$ cat src/sv/alm_pkg.sv
`timescale 1ns / 1ps

package alm_pkg;

    // Default widths of the block.
    localparam int DEF_SAMPLE_BITS   = 24;
    localparam int DEF_COEFF_BITS    = 30;
    localparam int DEF_INTERVAL_BITS = 16;

    // Configuration channel.
    localparam int CFG_IDX_BITS  = 3;
    localparam int CFG_DATA_BITS = 32;

    localparam logic [CFG_IDX_BITS-1:0] REG_MODE      = 3'd0;
    localparam logic [CFG_IDX_BITS-1:0] REG_ATTACK    = 3'd1;
    localparam logic [CFG_IDX_BITS-1:0] REG_RELEASE   = 3'd2;
    localparam logic [CFG_IDX_BITS-1:0] REG_MS_COEFF  = 3'd3;
    localparam logic [CFG_IDX_BITS-1:0] REG_INTERVAL  = 3'd4;

    // Meter modes.
    localparam int MODE_BITS = 3;
    typedef logic [MODE_BITS-1:0] t_mode;
    localparam t_mode MODE_VU       = 3'd0;
    localparam t_mode MODE_PPM      = 3'd1;
    localparam t_mode MODE_PEAK     = 3'd2;
    localparam t_mode MODE_HEADROOM = 3'd3;
    localparam t_mode MODE_FAST_DC  = 3'd4;
    localparam t_mode MODE_AVG_DC   = 3'd5;
    localparam t_mode MODE_RMS      = 3'd6;
    localparam t_mode MODE_CLIP     = 3'd7;

    // Reset values of the registers.
    localparam logic [31:0] RST_ATTACK   = 32'd0;
    localparam logic [31:0] RST_RELEASE  = 32'd1072996644;
    localparam logic [31:0] RST_MS_COEFF = 32'd1059772443;
    localparam logic [31:0] RST_INTERVAL = 32'd4785;

    // Shared multiplier and arithmetic constants.
    localparam int MUL_BITS   = 32;
    localparam int MAG_BITS   = 64;
    localparam int LOG_FRAC   = 24;
    localparam int READ_BITS  = 32;
    localparam int DB_RSH     = 36;
    localparam logic [MUL_BITS-1:0] DB_PER_OCTAVE_Q28 = 32'd1616142483;
    localparam logic signed [READ_BITS-1:0] DB_FLOOR  = -32'sd10485760;
    localparam logic signed [READ_BITS-1:0] DB_VU_OFS = 32'sd196608;

endpackage

$ cat src/sv/alm_mul.sv
`timescale 1ns / 1ps

module alm_mul (
    input  logic                         i_clk,
    input  logic [alm_pkg::MUL_BITS-1:0]   i_a,
    input  logic [alm_pkg::MUL_BITS-1:0]   i_b,
    output logic [2*alm_pkg::MUL_BITS-1:0] o_prod
);
    import alm_pkg::*;

    logic [2*MUL_BITS-1:0] r_prod;

    // The product is registered; it is valid in the cycle after the operands.
    always_ff @(posedge i_clk) begin
        r_prod <= i_a * i_b;
    end

    assign o_prod = r_prod;

endmodule

$ cat config.mk
export PLATFORM = sky130hd
export DESIGN_NAME = alm_mul
export DESIGN_NICKNAME = d
export VERILOG_FILES = /design/src/sv/alm_pkg.sv /design/src/sv/alm_mul.sv
export SDC_FILE = /design/constraint.sdc
export NUM_CORES = 2
export LEC_CHECK = 0
export BUFFER_PORTS_ARGS = -buffer_cell sky130_fd_sc_hd__buf_4
export CORE_ASPECT_RATIO = 2
export CORE_UTILIZATION = 45
export CTS_CLUSTER_DIAMETER = 80
export DETAILED_ROUTE_END_ITERATION = 7
export PLACE_DENSITY = 0.71
export SYNTH_ARGS = -nofsm -noshare
export SYNTH_HDL_FRONTEND = slang
export SYNTH_SLANG_ARGS = --single-unit
$ cat constraint.sdc
create_clock -name i_clk -period 10.1 [get_ports i_clk]
set_clock_uncertainty 0.05 [all_clocks]
set_input_delay 0.505 -clock i_clk [delete_from_list [all_inputs] [get_ports i_clk]]
set_output_delay 0.505 -clock i_clk [all_outputs]
set_load 0.01 [all_outputs]
Word level (Yosys, flattened, before mapping). Index checks and enable logic that the tools add are counted.

Output and inout bits: 64. Register bits: 64. Bits of input ports: 65. Logic and storage cells: 2.

$mul: 1.

Operator list (number): multiplier 32 x 32 -> 64 bit (1).

Longest topological paths before layout.
Word-level depth: 1. Mapped depth: 29. Depth with buffers taken out: 27.

Worst setup path before layout. OpenSTA, ideal clock, no wires.

Kind: input to register. Start: input port i_a[25] (netlist bit). End: register r_prod[62] (netlist: o_prod[62]). Required time: 9978 ps. Setup time: 72 ps. Setup slack: 2792 ps. Arrival time: 7186 ps. Path buffers: 2. Stages on the path: 25. Cell sequence: clkbuf_1 > nand2_1 > fa_1 > inv_1 > fa_1 > inv_1 > fa_1 > inv_1 > fa_1 > fa_1 > fa_1 > fa_1 > inv_1 > fa_1 > inv_1 > ha_1 > buf_2 > nand4_1 > or4_1 > or3_1 > a31oi_1 > a31o_2 > a211oi_1 > o21ai_1 > xor2_1.

Cells in the longest elaborated chain, start to end: 1.

Ends and longest elaborated chain: from (decl) (line alm_mul.sv:5) `input logic [alm_pkg::MUL_BITS-1:0] i_a,`; multiplier 32 x 32 -> 64 bit (line alm_mul.sv:15) `r_prod <= i_a * i_b;`; to (signal assigned) (line alm_mul.sv:15); to (decl) (line alm_mul.sv:11) `logic [2*MUL_BITS-1:0] r_prod;`.

Every way passes these cells.

Final worst setup path.
Start: input port i_b[2] (netlist bit). End: register r_prod[63] (netlist: o_prod[63]).

Cells in the longest elaborated chain, start to end: 1.

Ends and longest elaborated chain: from (decl) (line alm_mul.sv:6) `input logic [alm_pkg::MUL_BITS-1:0] i_b,`; multiplier 32 x 32 -> 64 bit (line alm_mul.sv:15).

Every way passes these cells.

==> out/qor.log <==
qor: grt.grt_pass1_wl 159000 microns
qor: die.coreArea 0.0760 sq mm
qor: setup_path.end_kind flop
qor: timing.fin_tns_setup 0 ps
qor: yosys.synthesis.nets 4972
qor: drt.detailedRoute.firstIterationViolations 1282
qor: timing.timing.final.ws_setup 1860 ps
qor: layout.drive_gt1_share 4.38%
qor: clocking.cts.repair.resized 0
qor: yosys.post_synth_main_area_contributors sky130_fd_sc_hd__fa_1, sky130_fd_sc_hd__and2_1, sky130_fd_sc_hd__ha_1
qor: clocking.htree_levels 3
qor: drt.via_per_inst 5.43
qor: yosys.largest_family_of_logic_cells_by_synthesized_area adder cells
qor: job.drv.max_cap_violation_count 0
qor: yosys.synth_area_per_cell 9.25 sq um
qor: yosys.synth.area.mux_share 0.0289%
qor: hold_path.hp-start i_a[0]
qor: yosys.yosys_most_used_dff sky130_fd_sc_hd__dfxtp_1
qor: setup_path.arrival_time_worst_endpoint 8530 ps
qor: yosys.synth_simple_gate_area_share 17.6%
qor: grt.largest_net_degree_at_the_start_of_global_routing 33
qor: clocking.cts_tree done
qor: drt.routed_wirelength 101000 microns
qor: hold_path.min_delay_worst_endpoint o_prod[0]$_DFF_P_
qor: timing.timing_max_transition_violations_final 0
qor: hold_path.min_path_cells 2
qor: yosys.synth-adder-area-share 61.2%
qor: timing.worst_slew_margin_rel 37.8%
qor: die.boundaryPins 129
qor: setup_path.crit_chain buf_4, and2_1, fa_1, inv_1, fa_1, fa_1, fa_1, inv_1, fa_1, inv_1, fa_1, inv_1, fa_1, fa_1, ha_1, nand4_1, a2111o_1, a21o_1, a21oi_2, a31oi_1, o31ai_4, a21oi_2, a221oi_1, and4_1
qor: yosys.synth_enable_flop_cells 0
qor: placed_design.detailedPlace.worstSlack 1530 ps
qor: yosys.synth_compound_area_share 4.15%
qor: setup_path.crit_path_max_fanout 32
qor: setup_path.worst-endpoint-required 10390 ps
qor: clocking.ctsHoldBuffers 0
qor: placed_design.gpl.final_weighted_congestion 0.933
qor: yosys.synth_top_cell_area_share 51.7%
qor: drt.drtPass1Iterations 5
qor: die.floorplan_die_area 0.0782 sq mm
qor: drt.routed_wire_length_per_instance 21.6 microns
qor: grt.track_usage 27.5%
qor: yosys.synth.yosys.seq_area_share 3.69%
qor: setup_path.path_common_cell sky130_fd_sc_hd__fa_1
qor: die.initial_utilization 45.6%
qor: drt.route.detailed.drc 0
qor: clocking.numCtsBuffers 9
qor: placed_design.place_area 0.0361 sq mm
qor: yosys.synthCells 3748
qor: yosys.synth_top_area_cell sky130_fd_sc_hd__fa_1
qor: yosys.synth_cell_types 57
qor: hold_path.hold_class input pin to flop
qor: timing.clock.fmax 121 MHz
qor: setup_path.worst-setup-path-type input pin to flop
qor: clocking.cts.clk_slew.worst_paths 80 ps
qor: drt.via_count 25500
qor: yosys.yosys_register_bits 64
qor: die.chipWidth 198 microns
qor: yosys.asyncSetResetFlopFracSynth 0%
qor: timing.finalHoldViolations 0
qor: placed_design.dp_hpwl 83000 microns
qor: die.floorplan.rows 143
qor: layout.layout-area-overhead-vs-synth 4.89%
qor: clocking.postCtsSetupRepairBufs 0
qor: setup_path.crit_path_max_incr_delay 590 ps
qor: timing.final.period_utilization 81.5%
qor: run_status.outcome finished, final reports clean
qor: grt.number_of_global_route_vias_before_repair 28800
qor: setup_path.timing.critical_path.slowest_stage_cell sky130_fd_sc_hd__o31ai_4
qor: yosys.yosysWarningCount 0
qor: setup_path.cp-start-kind input pin
qor: timing.grt_setup_unrepaired false
qor: yosys.synthesis.area 0.0347 sq mm
qor: timing.period_needed 8240 ps
qor: clocking.clock_path_buffers 2
qor: timing.report.final.setup_viol 0
qor: grt.antenna_found_initial 3
qor: grt.grt_residual_overflow 0
qor: placed_design.portBuffers 128
qor: layout.layout.nets 4892
qor: yosys.synthXorXnorAreaFrac 1.52%
qor: clocking.clock_sinks 64
qor: layout.max_reg_flops 64
qor: layout.final_std_cell_area_no_fill 0.0364 sq mm
qor: timing.slew_worst_pin 929 ps
qor: die.die_y 395 microns
qor: setup_path.critical_path.startpoint i_b[2]
qor: clocking.clockRootBuffer sky130_fd_sc_hd__clkbuf_16
qor: drt.antenna_violating_nets_post_route 0
==> how the worst max path moves through the flow <==
stage | cells after the start | end | slack (ps)
5_1_grt | 24 | o_prod[62]$_DFF_P_ | 1630
4_1_cts | 24 | o_prod[62]$_DFF_P_ | 1960
3_5_place_dp | 24 | o_prod[62]$_DFF_P_ | 1530
6_report | 24 | o_prod[63]$_DFF_P_ | 1860
2_1_floorplan | 25 | o_prod[62]$_DFF_P_ | 2790
3_3_place_gp | 24 | o_prod[62]$_DFF_P_ | 1530
==> kinds of logic after synthesis <==
logic type,after synthesis
mux,1
buf+inv,1085
xor+xnor,60
flops,64
simple gates,1177
fa+ha+maj,1159
compound gates,202
==> Yosys cell counts, types with 12 or more instances <==
cell	instances
sky130_fd_sc_hd__fa_1	896
sky130_fd_sc_hd__inv_1	865
sky130_fd_sc_hd__and2_1	602
sky130_fd_sc_hd__nand2_1	480
sky130_fd_sc_hd__ha_1	263
sky130_fd_sc_hd__clkbuf_1	213
sky130_fd_sc_hd__dfxtp_1	64
sky130_fd_sc_hd__a21oi_1	63
sky130_fd_sc_hd__a21o_1	40
sky130_fd_sc_hd__xnor2_1	35
sky130_fd_sc_hd__xor2_1	25
sky130_fd_sc_hd__nand4_1	23
sky130_fd_sc_hd__o21ai_0	21
sky130_fd_sc_hd__nor2_1	20
sky130_fd_sc_hd__and3_1	14
sky130_fd_sc_hd__a31oi_1	12
==> critical path: cells and delay by family <==
kind,cells,cell delay (ps)
buffers and inverters,5,460
AOI/OAI and AO/OA,7,2380
and+or+nand+nor,3,730
adders and majority gates,9,4440
==> layout by cell type (no fill, tap or decap), types with 3 or more instances in the layout <==
cell	synthesis	final
sky130_fd_sc_hd__fa_1	896	896
sky130_fd_sc_hd__inv_1	865	865
sky130_fd_sc_hd__and2_1	602	602
sky130_fd_sc_hd__nand2_1	480	480
sky130_fd_sc_hd__ha_1	263	263
sky130_fd_sc_hd__buf_4	0	129
sky130_fd_sc_hd__dfxtp_1	64	64
sky130_fd_sc_hd__a21oi_1	63	63
sky130_fd_sc_hd__a21o_1	40	40
sky130_fd_sc_hd__xnor2_1	35	35
sky130_fd_sc_hd__xor2_1	25	25
sky130_fd_sc_hd__nand4_1	23	23
sky130_fd_sc_hd__o21ai_0	21	21
sky130_fd_sc_hd__nor2_1	20	20
sky130_fd_sc_hd__and3_1	14	14
sky130_fd_sc_hd__a31oi_1	12	12
sky130_fd_sc_hd__o21bai_1	10	10
sky130_fd_sc_hd__nand3_1	10	10
sky130_fd_sc_hd__o21a_1	9	9
sky130_fd_sc_hd__clkbuf_16	0	9
sky130_fd_sc_hd__nor3_1	7	7
sky130_fd_sc_hd__o21ai_1	5	5
sky130_fd_sc_hd__a221o_1	4	4
sky130_fd_sc_hd__a211oi_1	3	3
sky130_fd_sc_hd__a221oi_4	3	3
sky130_fd_sc_hd__a21oi_2	3	3
sky130_fd_sc_hd__o31ai_4	3	3
sky130_fd_sc_hd__or3_1	3	3
sky130_fd_sc_hd__o221ai_1	3	3
sky130_fd_sc_hd__or2_2	3	3
sky130_fd_sc_hd__or4_1	3	3
sky130_fd_sc_hd__and4_1	3	3
sky130_fd_sc_hd__a21boi_1	3	3
sky130_fd_sc_hd__clkinv_2	0	3
==> routing by layer <==
| layer | wire length, microns | global-route usage, % | vias to the layer above |
|---|---|---|---|
| li1 | - | - | 10700 |
| met1 | 30500 | 26.1 | 13200 |
| met2 | 54800 | 50.0 | 1059 |
| met3 | 4990 | 3.65 | 518 |
| met4 | 11100 | 25.4 | 2 |
| met5 | 16 | 0 | - |
==> final cells by class <==
type                       instances  area [sq um]
antenna                            2          5.00
tap                             1015          1270
clock inverter                     6          61.3
inverter                         865          3250
timing repair buffer             129           968
multi-input combinational       2599         29300
sequential                        64          1280
fill                            7182         39700
clock buffer                       9           225
==> per-stage QoR <==
| step | util (%) | cells | hold slack, ps |
|---|---|---|---|
| 3_3_place_gp | 47.4 | 4672 | 845 |
| 5_1_grt | 47.8 | 4689 | 501 |
| 4_1_cts | 47.8 | 4687 | 471 |
| 3_5_place_dp | 47.4 | 4672 | 844 |
| 6_report | 47.8 | 4689 | 497 |
| 2_1_floorplan | - | 3748 | 582 |
Power is left out: the tool's default activity adds up to more than one toggle a clock period on the data nets, which glitch-free logic cannot reach.
