--- src/sv/alm_pkg.sv ---
`timescale 1ns / 1ps

package alm_pkg;

    // Default widths of the block.
    localparam int DEF_SAMPLE_BITS   = 24;
    localparam int DEF_COEFF_BITS    = 30;
    localparam int DEF_INTERVAL_BITS = 16;

    // Configuration channel.
    localparam int CFG_IDX_BITS  = 3;
    localparam int CFG_DATA_BITS = 32;

    localparam logic [CFG_IDX_BITS-1:0] REG_MODE      = 3'd0;
    localparam logic [CFG_IDX_BITS-1:0] REG_ATTACK    = 3'd1;
    localparam logic [CFG_IDX_BITS-1:0] REG_RELEASE   = 3'd2;
    localparam logic [CFG_IDX_BITS-1:0] REG_MS_COEFF  = 3'd3;
    localparam logic [CFG_IDX_BITS-1:0] REG_INTERVAL  = 3'd4;

    // Meter modes.
    localparam int MODE_BITS = 3;
    typedef logic [MODE_BITS-1:0] t_mode;
    localparam t_mode MODE_VU       = 3'd0;
    localparam t_mode MODE_PPM      = 3'd1;
    localparam t_mode MODE_PEAK     = 3'd2;
    localparam t_mode MODE_HEADROOM = 3'd3;
    localparam t_mode MODE_FAST_DC  = 3'd4;
    localparam t_mode MODE_AVG_DC   = 3'd5;
    localparam t_mode MODE_RMS      = 3'd6;
    localparam t_mode MODE_CLIP     = 3'd7;

    // Reset values of the registers.
    localparam logic [31:0] RST_ATTACK   = 32'd0;
    localparam logic [31:0] RST_RELEASE  = 32'd1072996644;
    localparam logic [31:0] RST_MS_COEFF = 32'd1059772443;
    localparam logic [31:0] RST_INTERVAL = 32'd4785;

    // Shared multiplier and arithmetic constants.
    localparam int MUL_BITS   = 32;
    localparam int MAG_BITS   = 64;
    localparam int LOG_FRAC   = 24;
    localparam int READ_BITS  = 32;
    localparam int DB_RSH     = 36;
    localparam logic [MUL_BITS-1:0] DB_PER_OCTAVE_Q28 = 32'd1616142483;
    localparam logic signed [READ_BITS-1:0] DB_FLOOR  = -32'sd10485760;
    localparam logic signed [READ_BITS-1:0] DB_VU_OFS = 32'sd196608;

endpackage

--- src/sv/alm_ifs.sv ---


interface alm_cfg_if ();
    logic                                   valid;
    logic                                   ready;
    logic [alm_pkg::CFG_IDX_BITS-1:0]       index;
    logic [alm_pkg::CFG_DATA_BITS-1:0]      data;

    modport source (output valid, output index, output data, input ready);
    modport sink   (input valid, input index, input data, output ready);
endinterface

--- src/sv/alm_regs.sv ---
`timescale 1ns / 1ps

module alm_regs #(
    parameter int COEFF_BITS    = alm_pkg::DEF_COEFF_BITS,
    parameter int INTERVAL_BITS = alm_pkg::DEF_INTERVAL_BITS
) (
    input  logic                     i_clk,
    input  logic                     i_rst_n,
    alm_cfg_if.sink                  i_cfg,
    output alm_pkg::t_mode           o_mode,
    output logic [COEFF_BITS-1:0]    o_attack,
    output logic [COEFF_BITS-1:0]    o_release,
    output logic [COEFF_BITS-1:0]    o_ms_coeff,
    output logic [INTERVAL_BITS-1:0] o_interval
);
    import alm_pkg::*;

    t_mode                  r_mode;
    logic [COEFF_BITS-1:0]  r_attack;
    logic [COEFF_BITS-1:0]  r_release;
    logic [COEFF_BITS-1:0]  r_ms_coeff;
    logic [INTERVAL_BITS-1:0] r_interval;

    assign i_cfg.ready = 1'b1;

    always_ff @(posedge i_clk) begin
        if (!i_rst_n) begin
            r_mode     <= MODE_PEAK;
            r_attack   <= RST_ATTACK[COEFF_BITS-1:0];
            r_release  <= RST_RELEASE[COEFF_BITS-1:0];
            r_ms_coeff <= RST_MS_COEFF[COEFF_BITS-1:0];
            r_interval <= RST_INTERVAL[INTERVAL_BITS-1:0];
        end else if (i_cfg.valid) begin
            unique case (i_cfg.index)
                REG_MODE:     r_mode     <= i_cfg.data[MODE_BITS-1:0];
                REG_ATTACK:   r_attack   <= i_cfg.data[COEFF_BITS-1:0];
                REG_RELEASE:  r_release  <= i_cfg.data[COEFF_BITS-1:0];
                REG_MS_COEFF: r_ms_coeff <= i_cfg.data[COEFF_BITS-1:0];
                REG_INTERVAL: r_interval <= i_cfg.data[INTERVAL_BITS-1:0];
                default: ;
            endcase
        end
    end

    assign o_mode     = r_mode;
    assign o_attack   = r_attack;
    assign o_release  = r_release;
    assign o_ms_coeff = r_ms_coeff;
    assign o_interval = r_interval;

endmodule

--- src/flat_wrapper.sv ---
// flat-port wrapper written by rule: the top's interface ports become plain ports
module alm_regs_flat import alm_pkg::*;
#(
    parameter int COEFF_BITS    = alm_pkg::DEF_COEFF_BITS,
    parameter int INTERVAL_BITS = alm_pkg::DEF_INTERVAL_BITS
)
  (i_clk, i_rst_n, o_mode, o_attack, o_release, o_ms_coeff, o_interval, i_cfg_valid, i_cfg_index, i_cfg_data, i_cfg_ready);
  alm_cfg_if i_cfg_i ();
  input  logic i_clk;
  input  logic i_rst_n;
  output alm_pkg::t_mode o_mode;
  output logic [COEFF_BITS-1:0] o_attack;
  output logic [COEFF_BITS-1:0] o_release;
  output logic [COEFF_BITS-1:0] o_ms_coeff;
  output logic [INTERVAL_BITS-1:0] o_interval;
  input wire logic [$bits(i_cfg_i.valid)-1:0] i_cfg_valid;
  input wire logic [$bits(i_cfg_i.index)-1:0] i_cfg_index;
  input wire logic [$bits(i_cfg_i.data)-1:0] i_cfg_data;
  output wire logic [$bits(i_cfg_i.ready)-1:0] i_cfg_ready;
  assign i_cfg_i.valid = i_cfg_valid;
  assign i_cfg_i.index = i_cfg_index;
  assign i_cfg_i.data = i_cfg_data;
  assign i_cfg_ready = i_cfg_i.ready;
  alm_regs #(.COEFF_BITS(COEFF_BITS), .INTERVAL_BITS(INTERVAL_BITS)) u_core (.i_clk(i_clk), .i_rst_n(i_rst_n), .i_cfg(i_cfg_i), .o_mode(o_mode), .o_attack(o_attack), .o_release(o_release), .o_ms_coeff(o_ms_coeff), .o_interval(o_interval));
endmodule
--- config.mk ---
export PLATFORM = sky130hd
export DESIGN_NAME = alm_regs_flat
export DESIGN_NICKNAME = d
export VERILOG_FILES = /design/src/sv/alm_pkg.sv /design/src/sv/alm_ifs.sv /design/src/sv/alm_regs.sv /design/src/flat_wrapper.sv
export SDC_FILE = /design/constraint.sdc
export NUM_CORES = 1
export LEC_CHECK = 0
export ABC_AREA = 1
export BUFFER_PORTS_ARGS = -buffer_cell sky130_fd_sc_hd__buf_4
export CORE_ASPECT_RATIO = 0.5
export CORE_MARGIN = 1.5
export CORE_UTILIZATION = 53
export CTS_BUF_LIST = sky130_fd_sc_hd__clkbuf_8
export DETAILED_ROUTE_END_ITERATION = 12
export PLACE_DENSITY = 0.85
export SLEW_MARGIN = 20
export SYNTH_ARGS = -nofsm -noshare
export SYNTH_HDL_FRONTEND = slang
export SYNTH_SLANG_ARGS = --single-unit
export TNS_END_PERCENT = 10
--- constraint.sdc ---
create_clock -name i_clk -period 1.5 [get_ports i_clk]
set_input_delay 0.075 -clock i_clk [delete_from_list [all_inputs] [get_ports i_clk]]
set_output_delay 0.075 -clock i_clk [all_outputs]
set_load 0.01 [all_outputs]
Yosys cells after proc, flatten, opt, wreduce, memory -nomap -nowiden
Cells that the tools add are included.
Word-level totals
  flip-flop bits (word level): 109
  input bits: 38
  output and inout port bits: 110
  logic and storage cells: 15
Cells by class
  equal/unequal tests: 4
  reduce and logical (&&, ||, !) cells: 6
Operators by type and width (number)
  2-bit AND reduction: 5
  3-bit by 2-bit == test with 1-bit output, second input constant: 2
  3-bit by 1-bit == test with 1-bit output, second input constant: 1
  3-bit == test, second input constant: 1
  3-bit zero test: 1

Depth between registers and ports, before layout
Gate-level depths: netlist of the first run.
  word-level depth: 2
  depth in mapped cells: 6
  gate-level depth less buffers: 5

Worst setup path after synthesis of the first run
No wires, ideal clock.
  path kind: input -> register
  from: input port i_rst_n
  to: register u_core.r_interval[12] (netlist: u_core.o_interval[12])
  library setup time: 0.130 ns
  data arrival time: 0.785 ns
  required time: 1.370 ns
  setup slack: 0.586 ns
  stages: 4
  buffers on the path: 3
  cells stage by stage: buf_2 > buf_2 > buf_1 > nand3_1
RTL lines
  start: declaration: RTL line flat_wrapper.sv:10  | input logic i_rst_n;
  end signal: assignment: RTL line alm_regs.sv:32  | r_interval <= RST_INTERVAL[INTERVAL_BITS-1:0];
  end signal: assignment: RTL line alm_regs.sv:39  | REG_INTERVAL: r_interval <= i_cfg.data[INTERVAL_BITS-1:0];
  end: declaration: RTL line alm_regs.sv:22  | logic [INTERVAL_BITS-1:0] r_interval;
No word-level cell between the ends.

Worst setup path in the final report of the first run
  from: register u_core.r_interval[9] (netlist: u_core.o_interval[9])
  to: output port o_interval[9]
RTL lines
  end: declaration: RTL line flat_wrapper.sv:15  | output logic [INTERVAL_BITS-1:0] o_interval;
No word-level cell between the ends.

==> results.sh, run 1 <==
export IMPL_end_kind="primary output"
export IMPL_max_freq_mhz=1040
export IMPL_insertion_delay_ns=0.37
export IMPL_hold_path_end="u_core.o_release[16]"
export IMPL_worst_slew_pin_transition_ns=0.558
export IMPL_die_h_microns=66.0
export IMPL_yosys_area_top_type="dfxtp_1"
export IMPL_clkSinkCount=109
export IMPL_fin_crit_sh_pct=64.1
export IMPL_grt_usage_pct=30.1
export IMPL_worstSetupPathType="reg2out"
export IMPL_min_path_cells=5
export IMPL_p_sw_mw=1.43
export IMPL_n_fill_cell=562
export IMPL_reg2reg_from="u_core.o_interval[9]"
export IMPL_seqCellArea_sq_mm=0.00218
export IMPL_synth_seq_cells=109
export IMPL_rows=22
export IMPL_grt_max_degree=47
export IMPL_cp_cell_sequence="buf_4"
export IMPL_setup_viol=0
export IMPL_total_power_mw=5.41
export IMPL_hold_viol_final=0
export IMPL_numPortBuffers=144
export IMPL_diodes=0
export IMPL_p_leak_nw=2.92
export IMPL_die_area_sq_mm=0.00850
export IMPL_antenna_found_initial=0
export IMPL_pwr_share_clk_pct=28.7
export IMPL_cts_tree="built"
export IMPL_synthFlopType="dfxtp_1"
export IMPL_place_ws_ns=0.251
export IMPL_worstPathArrival_ns=0.89
export IMPL_yosys_area_top_type_share_pct=51.9
export IMPL_drtAntennaViolNets=0
export IMPL_start_kind="flop"
export IMPL_first_pass_iters=6
export IMPL_power_frac_seq_pct=56.5
export IMPL_top_usage_layer="met2"
export IMPL_status="finished, final reports clean"
export IMPL_pwr_share_comb_pct=14.8
export IMPL_grt_setup_unrepaired="no"
export IMPL_grt_overflow_total=0
export IMPL_core_area_sq_mm=0.00749
export IMPL_drt_iter0_drc=401
export IMPL_synth_area_leaders="dfxtp_1 (52%), nand2_1 (14%), nand3_1 (13%), nor2_1 (13%), inv_1 (2.9%)"
export IMPL_dp_hpwl_mm=8.31
export IMPL_ys_types=13
export IMPL_path_buf_inv=1
export IMPL_remaining_drc_errors=0
export IMPL_holdWs_ns=0.0497
export IMPL_wire_per_inst_microns=14.2
export IMPL_setup_ws_ns=0.538
export IMPL_start_util_pct=56.1
export IMPL_reg2regPathDepth=2
export IMPL_synth_nets=637
export IMPL_grt_use_met1_pct=34.5
export IMPL_finalNetCount=797
export IMPL_peakVddDrop_mv=0.586
export IMPL_async_reset_ff_share_pct=0
export IMPL_use_met2_pct=53.3
export IMPL_fin_tns_setup_ns=0
export IMPL_avgSynthCellArea_sq_um=7.01
export IMPL_swShare_pct=26.4
export IMPL_fp_dieW_microns=129
export IMPL_critical_path_max_stage_delay_ns=0.38
export IMPL_powerDensity_mw_per_mm2=923
export IMPL_relSlewSlack_pct=62.7
export IMPL_grt_met3_usage_pct=8.09
export IMPL_io_pins=148
export IMPL_seq_area_frac_synth_pct=51.9
export IMPL_intPower_mw=3.98
export IMPL_finClkSkew_ns=0
export IMPL_slowest_stage="dfxtp_1"
export IMPL_viasPerCell=5.12
export IMPL_clockRootBuffer="clkbuf_8"
export IMPL_synth_edf_count=0
export IMPL_clk_path_buf_depth=2
export IMPL_ys_warn_count=0
export IMPL_hp_class="in2reg"
export IMPL_wirelength_mm=12.4
export IMPL_placed_area_sq_mm=0.00543
export IMPL_fin_crit_ns=0.962
export IMPL_required_ns=1.42
export IMPL_final_max_slew_violation_count=0
export IMPL_rrSetupSlack_ns=0.87
export IMPL_rr_endpoint="u_core.o_interval[9]"
export IMPL_h_tree_depth=3
export IMPL_globalplace_congestion=0.880
export IMPL_clkTransAtPathRegs_ns=0.09
export IMPL_min_from="i_cfg_data[16]"
export IMPL_vias=4463
export IMPL_yosysMostFrequentCell="nand2_1"
export IMPL_crit_family="flip-flops"
export IMPL_netlist_area_sq_mm=0.00420
export IMPL_syn_inst=599
export IMPL_syn_to_final_growth_pct=39.4
export IMPL_grt_pass1_vias=4180
export IMPL_grt_pass1_wl_mm=19.5
export IMPL_synth_common_cells="nand2_1 (158), nor2_1 (144), dfxtp_1 (109), nand3_1 (109), inv_1 (33)"
export IMPL_numCtsBuffers=9
export IMPL_multi_input_area_sq_mm=0.00172
export IMPL_drv_cap=0
export IMPL_drive_above_1_share_pct=23.9
export IMPL_cp_max_fo=2
export IMPL_design_area_sq_mm=0.00586
-- power by group through the flow --
stage                     clock network (mW)  logic, mW  registers (mW)
after floorplan                            0      0.328            3.16
after global placement                     0      0.718            3.12
after detailed placement                   0      0.735            3.12
after CTS                               1.56      0.793            3.05
after global routing                    1.68      0.877            3.07
final                                   1.55      0.802            3.05
-- metrics by stage --
stage                     utilization [%]  std cells
after floorplan                         -        599
after global routing                 78.2        871
after CTS                            78.2        871
after detailed placement             72.5        829
final                                78.2        871
after global placement               72.5        829
-- final cells by class --
type,instances,share of cell area (%)
sequential,109,37.3
multi-input combinational,416,29.4
timing repair buffer,187,26.0
clock buffer,10,2.35
inverter,36,2.31
tap,108,2.31
clock inverter,5,0.385
-- how the worst max path moves through the flow --
| stage | start | endpoint | slack, ns | cells after the start |
|---|---|---|---|---|
| 2_1_floorplan | i_rst_n | u_core.o_interval[12] | 0.59 | 4 |
| 3_3_place_gp | i_cfg_index[2] | u_core.o_release[23] | 0.32 | 5 |
| 3_5_place_dp | i_cfg_valid | u_core.o_release[25] | 0.25 | 6 |
| 4_1_cts | u_core.o_mode[0] | o_mode[0] | 0.53 | 1 |
| 5_1_grt | u_core.o_mode[0] | o_mode[0] | 0.51 | 1 |
| 6_report | u_core.o_interval[9] | o_interval[9] | 0.54 | 1 |
-- layer usage --
| metal | vias up | part of all wire [%] |
|---|---|---|
| met3 | 38 | 7.7 |
| met4 | 0 | 3.1 |
| met1 | 2070 | 41 |
| met5 | - | 0 |
| met2 | 195 | 49 |
| li1 | 2160 | - |
-- layout by cell type, fill, tap and decap left out, drive strengths merged --
| master | synthesis | final |
|---|---|---|
| buf | 32 | 160 |
| nand2 | 159 | 159 |
| nor2 | 147 | 147 |
| nand3 | 109 | 109 |
| dfxtp | 109 | 109 |
| inv | 36 | 40 |
| dlygate4sd3 | 0 | 27 |
| clkbuf | 6 | 10 |
| conb | 1 | 1 |
| clkinvlp | 0 | 1 |
-- cells by family after synthesis --
kind of cell  Yosys count  synth area share, %
other cells             1               0.0893
flops                 109                 51.9
buf+inv                74                 7.42
simple gates          415                 40.6
-- sequential cells by signal, indices dropped and copies added (netlist names) --
| register | count |
|---|---|
| u_core.o_attack | 30 |
| u_core.o_interval | 16 |
| u_core.o_mode | 3 |
| u_core.o_ms_coeff | 30 |
| u_core.o_release | 30 |
-- repair_timing --
item                      CTS  global route
hold buffers               27             0
setup buffers               0             0
gates resized for setup     0             0
hold endpoints to repair   40             0
Power figures use the tool's default switching activity.
==> run 2: changes to the inputs <==
--- a/config.mk
+++ b/config.mk
@@ -9,10 +9,10 @@
 export BUFFER_PORTS_ARGS = -buffer_cell sky130_fd_sc_hd__buf_4
 export CORE_ASPECT_RATIO = 0.5
 export CORE_MARGIN = 1.5
-export CORE_UTILIZATION = 53
+export CORE_UTILIZATION = 51
 export CTS_BUF_LIST = sky130_fd_sc_hd__clkbuf_8
 export DETAILED_ROUTE_END_ITERATION = 12
-export PLACE_DENSITY = 0.85
+export PLACE_DENSITY = 0.82
 export SLEW_MARGIN = 20
 export SYNTH_ARGS = -nofsm -noshare
 export SYNTH_HDL_FRONTEND = slang
==> constraint.sdc (replaced) <==
create_clock -name i_clk -period 0.9 [get_ports i_clk]
set_input_delay 0.045 -clock i_clk [delete_from_list [all_inputs] [get_ports i_clk]]
set_output_delay 0.045 -clock i_clk [all_outputs]
set_load 0.01 [all_outputs]
==> results.sh, run 2 (synthesis gave the netlist of run 1 again) <==
export IMPL_status="finished, violations left"
export IMPL_violations="setup timing"
export IMPL_drtAntennaViolNets=0
export IMPL_end_kind="flop"
export IMPL_dp_hpwl_mm=8.51
export IMPL_path_buf_inv=4
export IMPL_grt_usage_pct=29.4
export IMPL_globalplace_congestion=0.840
export IMPL_diodes=0
export IMPL_swShare_pct=27.2
export IMPL_fin_crit_ns=0.942
export IMPL_wirelength_mm=14.6
export IMPL_drv_cap=0
export IMPL_syn_to_final_growth_pct=57.2
export IMPL_pwr_share_clk_pct=29.3
export IMPL_total_power_mw=9.52
export IMPL_io_pins=148
export IMPL_grt_overflow_total=0
export IMPL_drive_above_1_share_pct=39.5
export IMPL_antenna_found_initial=0
export IMPL_layout_common_cells="nand2_1 (158), nor2_1 (140), nand3_1 (109), dfxtp_2 (109), buf_6 (107)"
export IMPL_first_pass_iters=6
export IMPL_cts_tree="built"
export IMPL_clockRootBuffer="clkbuf_8"
export IMPL_intPower_mw=6.93
export IMPL_wire_per_inst_microns=16.4
export IMPL_slowest_stage="buf_4"
export IMPL_clkTransAtPathRegs_ns=0.11
export IMPL_pwr_share_comb_pct=16.5
export IMPL_core_area_sq_mm=0.00800
export IMPL_drt_iter0_drc=507
export IMPL_rows=23
export IMPL_powerDensity_mw_per_mm2=1440
export IMPL_cp_max_fo=16
export IMPL_fin_tns_setup_ns=-0.0610
export IMPL_setup_viol=4
export IMPL_numPortBuffers=144
export IMPL_critical_path_max_stage_delay_ns=0.26
export IMPL_layout_commonest_cell="nand2_1"
export IMPL_crit_family="buffers and inverters"
export IMPL_clkSinkCount=109
export IMPL_viasPerCell=5.31
export IMPL_peakVddDrop_mv=1.13
export IMPL_cp_cell_sequence="buf_4, inv_1, nand2_1, buf_4, nor2_2, buf_4, nand2_1, nand3_1"
export IMPL_grt_setup_unrepaired="yes"
export IMPL_placed_cells=843
export IMPL_remaining_drc_errors=0
export IMPL_fin_crit_sh_pct=105
export IMPL_clk_path_buf_depth=2
export IMPL_holdWs_ns=0.0425
export IMPL_grt_pass1_wl_mm=20.1
export IMPL_die_area_sq_mm=0.00882
export IMPL_finClkSkew_ns=0
export IMPL_h_tree_depth=3
export IMPL_n_fill_cell=490
export IMPL_worstSetupPathType="in2reg"
export IMPL_hp_class="in2reg"
export IMPL_start_util_pct=52.5
export IMPL_p_sw_mw=2.58
export IMPL_fp_dieW_microns=131
export IMPL_fin_cells=891
export IMPL_start_kind="primary input"
export IMPL_vias=4727
export IMPL_final_max_slew_violation_count=0
export IMPL_grt_pass1_vias=4287
export IMPL_required_ns=1.21
export IMPL_p_leak_nw=3.14
export IMPL_die_h_microns=67.2
export IMPL_worstPathArrival_ns=1.25
export IMPL_insertion_delay_ns=0.37
export IMPL_cp_common_cell="buf_4"
export IMPL_power_frac_seq_pct=54.2
export IMPL_numCtsBuffers=9
export IMPL_finalNetCount=812
export IMPL_hold_viol_final=0
export IMPL_setup_ws_ns=-0.0421
export IMPL_max_freq_mhz=1060
export IMPL_grt_max_degree=45
==> run 2: changes by cell type in the layout (fill, tap and decap cells not counted), moves of 3 or more <==
cell / delta
dfxtp_1: -109
dfxtp_2: +109
buf_6: +107
buf_4: -100
buf_12: +5
clkinv_2: +3
inv_1: -3
==> run 2: cell type report <==
type	count	area, sq um	area share (%)
clock buffer	11	151	2.29
clock inverter	5	26.3	0.398
inverter	36	135	2.05
multi-input combinational	417	1740	26.3
sequential	109	2320	35.1
tap	112	140	2.12
timing repair buffer	201	2100	31.7
==> run 2: power by group through the flow <==
stage          logic, mW  clock network [mW]  registers, mW
2_1_floorplan      0.547                   0           5.27
3_3_place_gp        1.26                   0           5.20
3_5_place_dp        1.29                   0           5.20
4_1_cts             1.41                2.79           5.11
5_1_grt             1.68                2.99           5.18
6_report            1.57                2.79           5.16
==> run 2: per-layer routing <==
metal | part of all wire [%] | wire length [microns] | vias up | track usage [%]
li1 | - | - | 2195 | -
met1 | 39 | 5700 | 2209 | 33.3
met2 | 49 | 7170 | 254 | 53.8
met3 | 7.5 | 1090 | 69 | 8.03
met4 | 4.5 | 654 | 0 | 13.5
met5 | 0 | 0 | - | 0
==> run 2: per-stage QoR <==
step | setup slack [ns] | instance area [sq um] | utilization, %
final | -0.0421 | 6610 | 82.6
after global routing | -0.125 | 6610 | 82.6
after CTS | 0.0000697 | 6160 | 77.0
after detailed placement | -0.342 | 5570 | 69.7
after global placement | -0.645 | 5570 | 69.6
after floorplan | 0.0155 | 4200 | -
==> run 2: worst paths after layout <==
path         slack (ns)                    end  depth (start not counted)             startpoint
max               -0.04    u_core.o_release[8]                          8         i_cfg_index[2]
min                0.04   u_core.o_release[16]                          5         i_cfg_data[16]
max reg2reg        0.15  u_core.o_ms_coeff[29]                          3  u_core.o_ms_coeff[29]
min reg2reg        0.48  u_core.o_ms_coeff[19]                          2  u_core.o_ms_coeff[19]
==> run 2: timing repair <==
item | in CTS | in global routing
gates cloned | 0 | 1
endpoints found under the hold margin | 46 | 0
endpoints found under the setup margin | 54 | 137
buffers inserted | 0 | 2
pin swaps | 0 | 1
hold buffers | 29 | 0
resized for setup | 67 | 150
==> run 2: worst reg2reg max path: stages, from the launching register on <==
cell	delay [ns]
dfxtp_2	0.34
buf_4	0.13
nand2_1	0.07
nand3_1	0.09
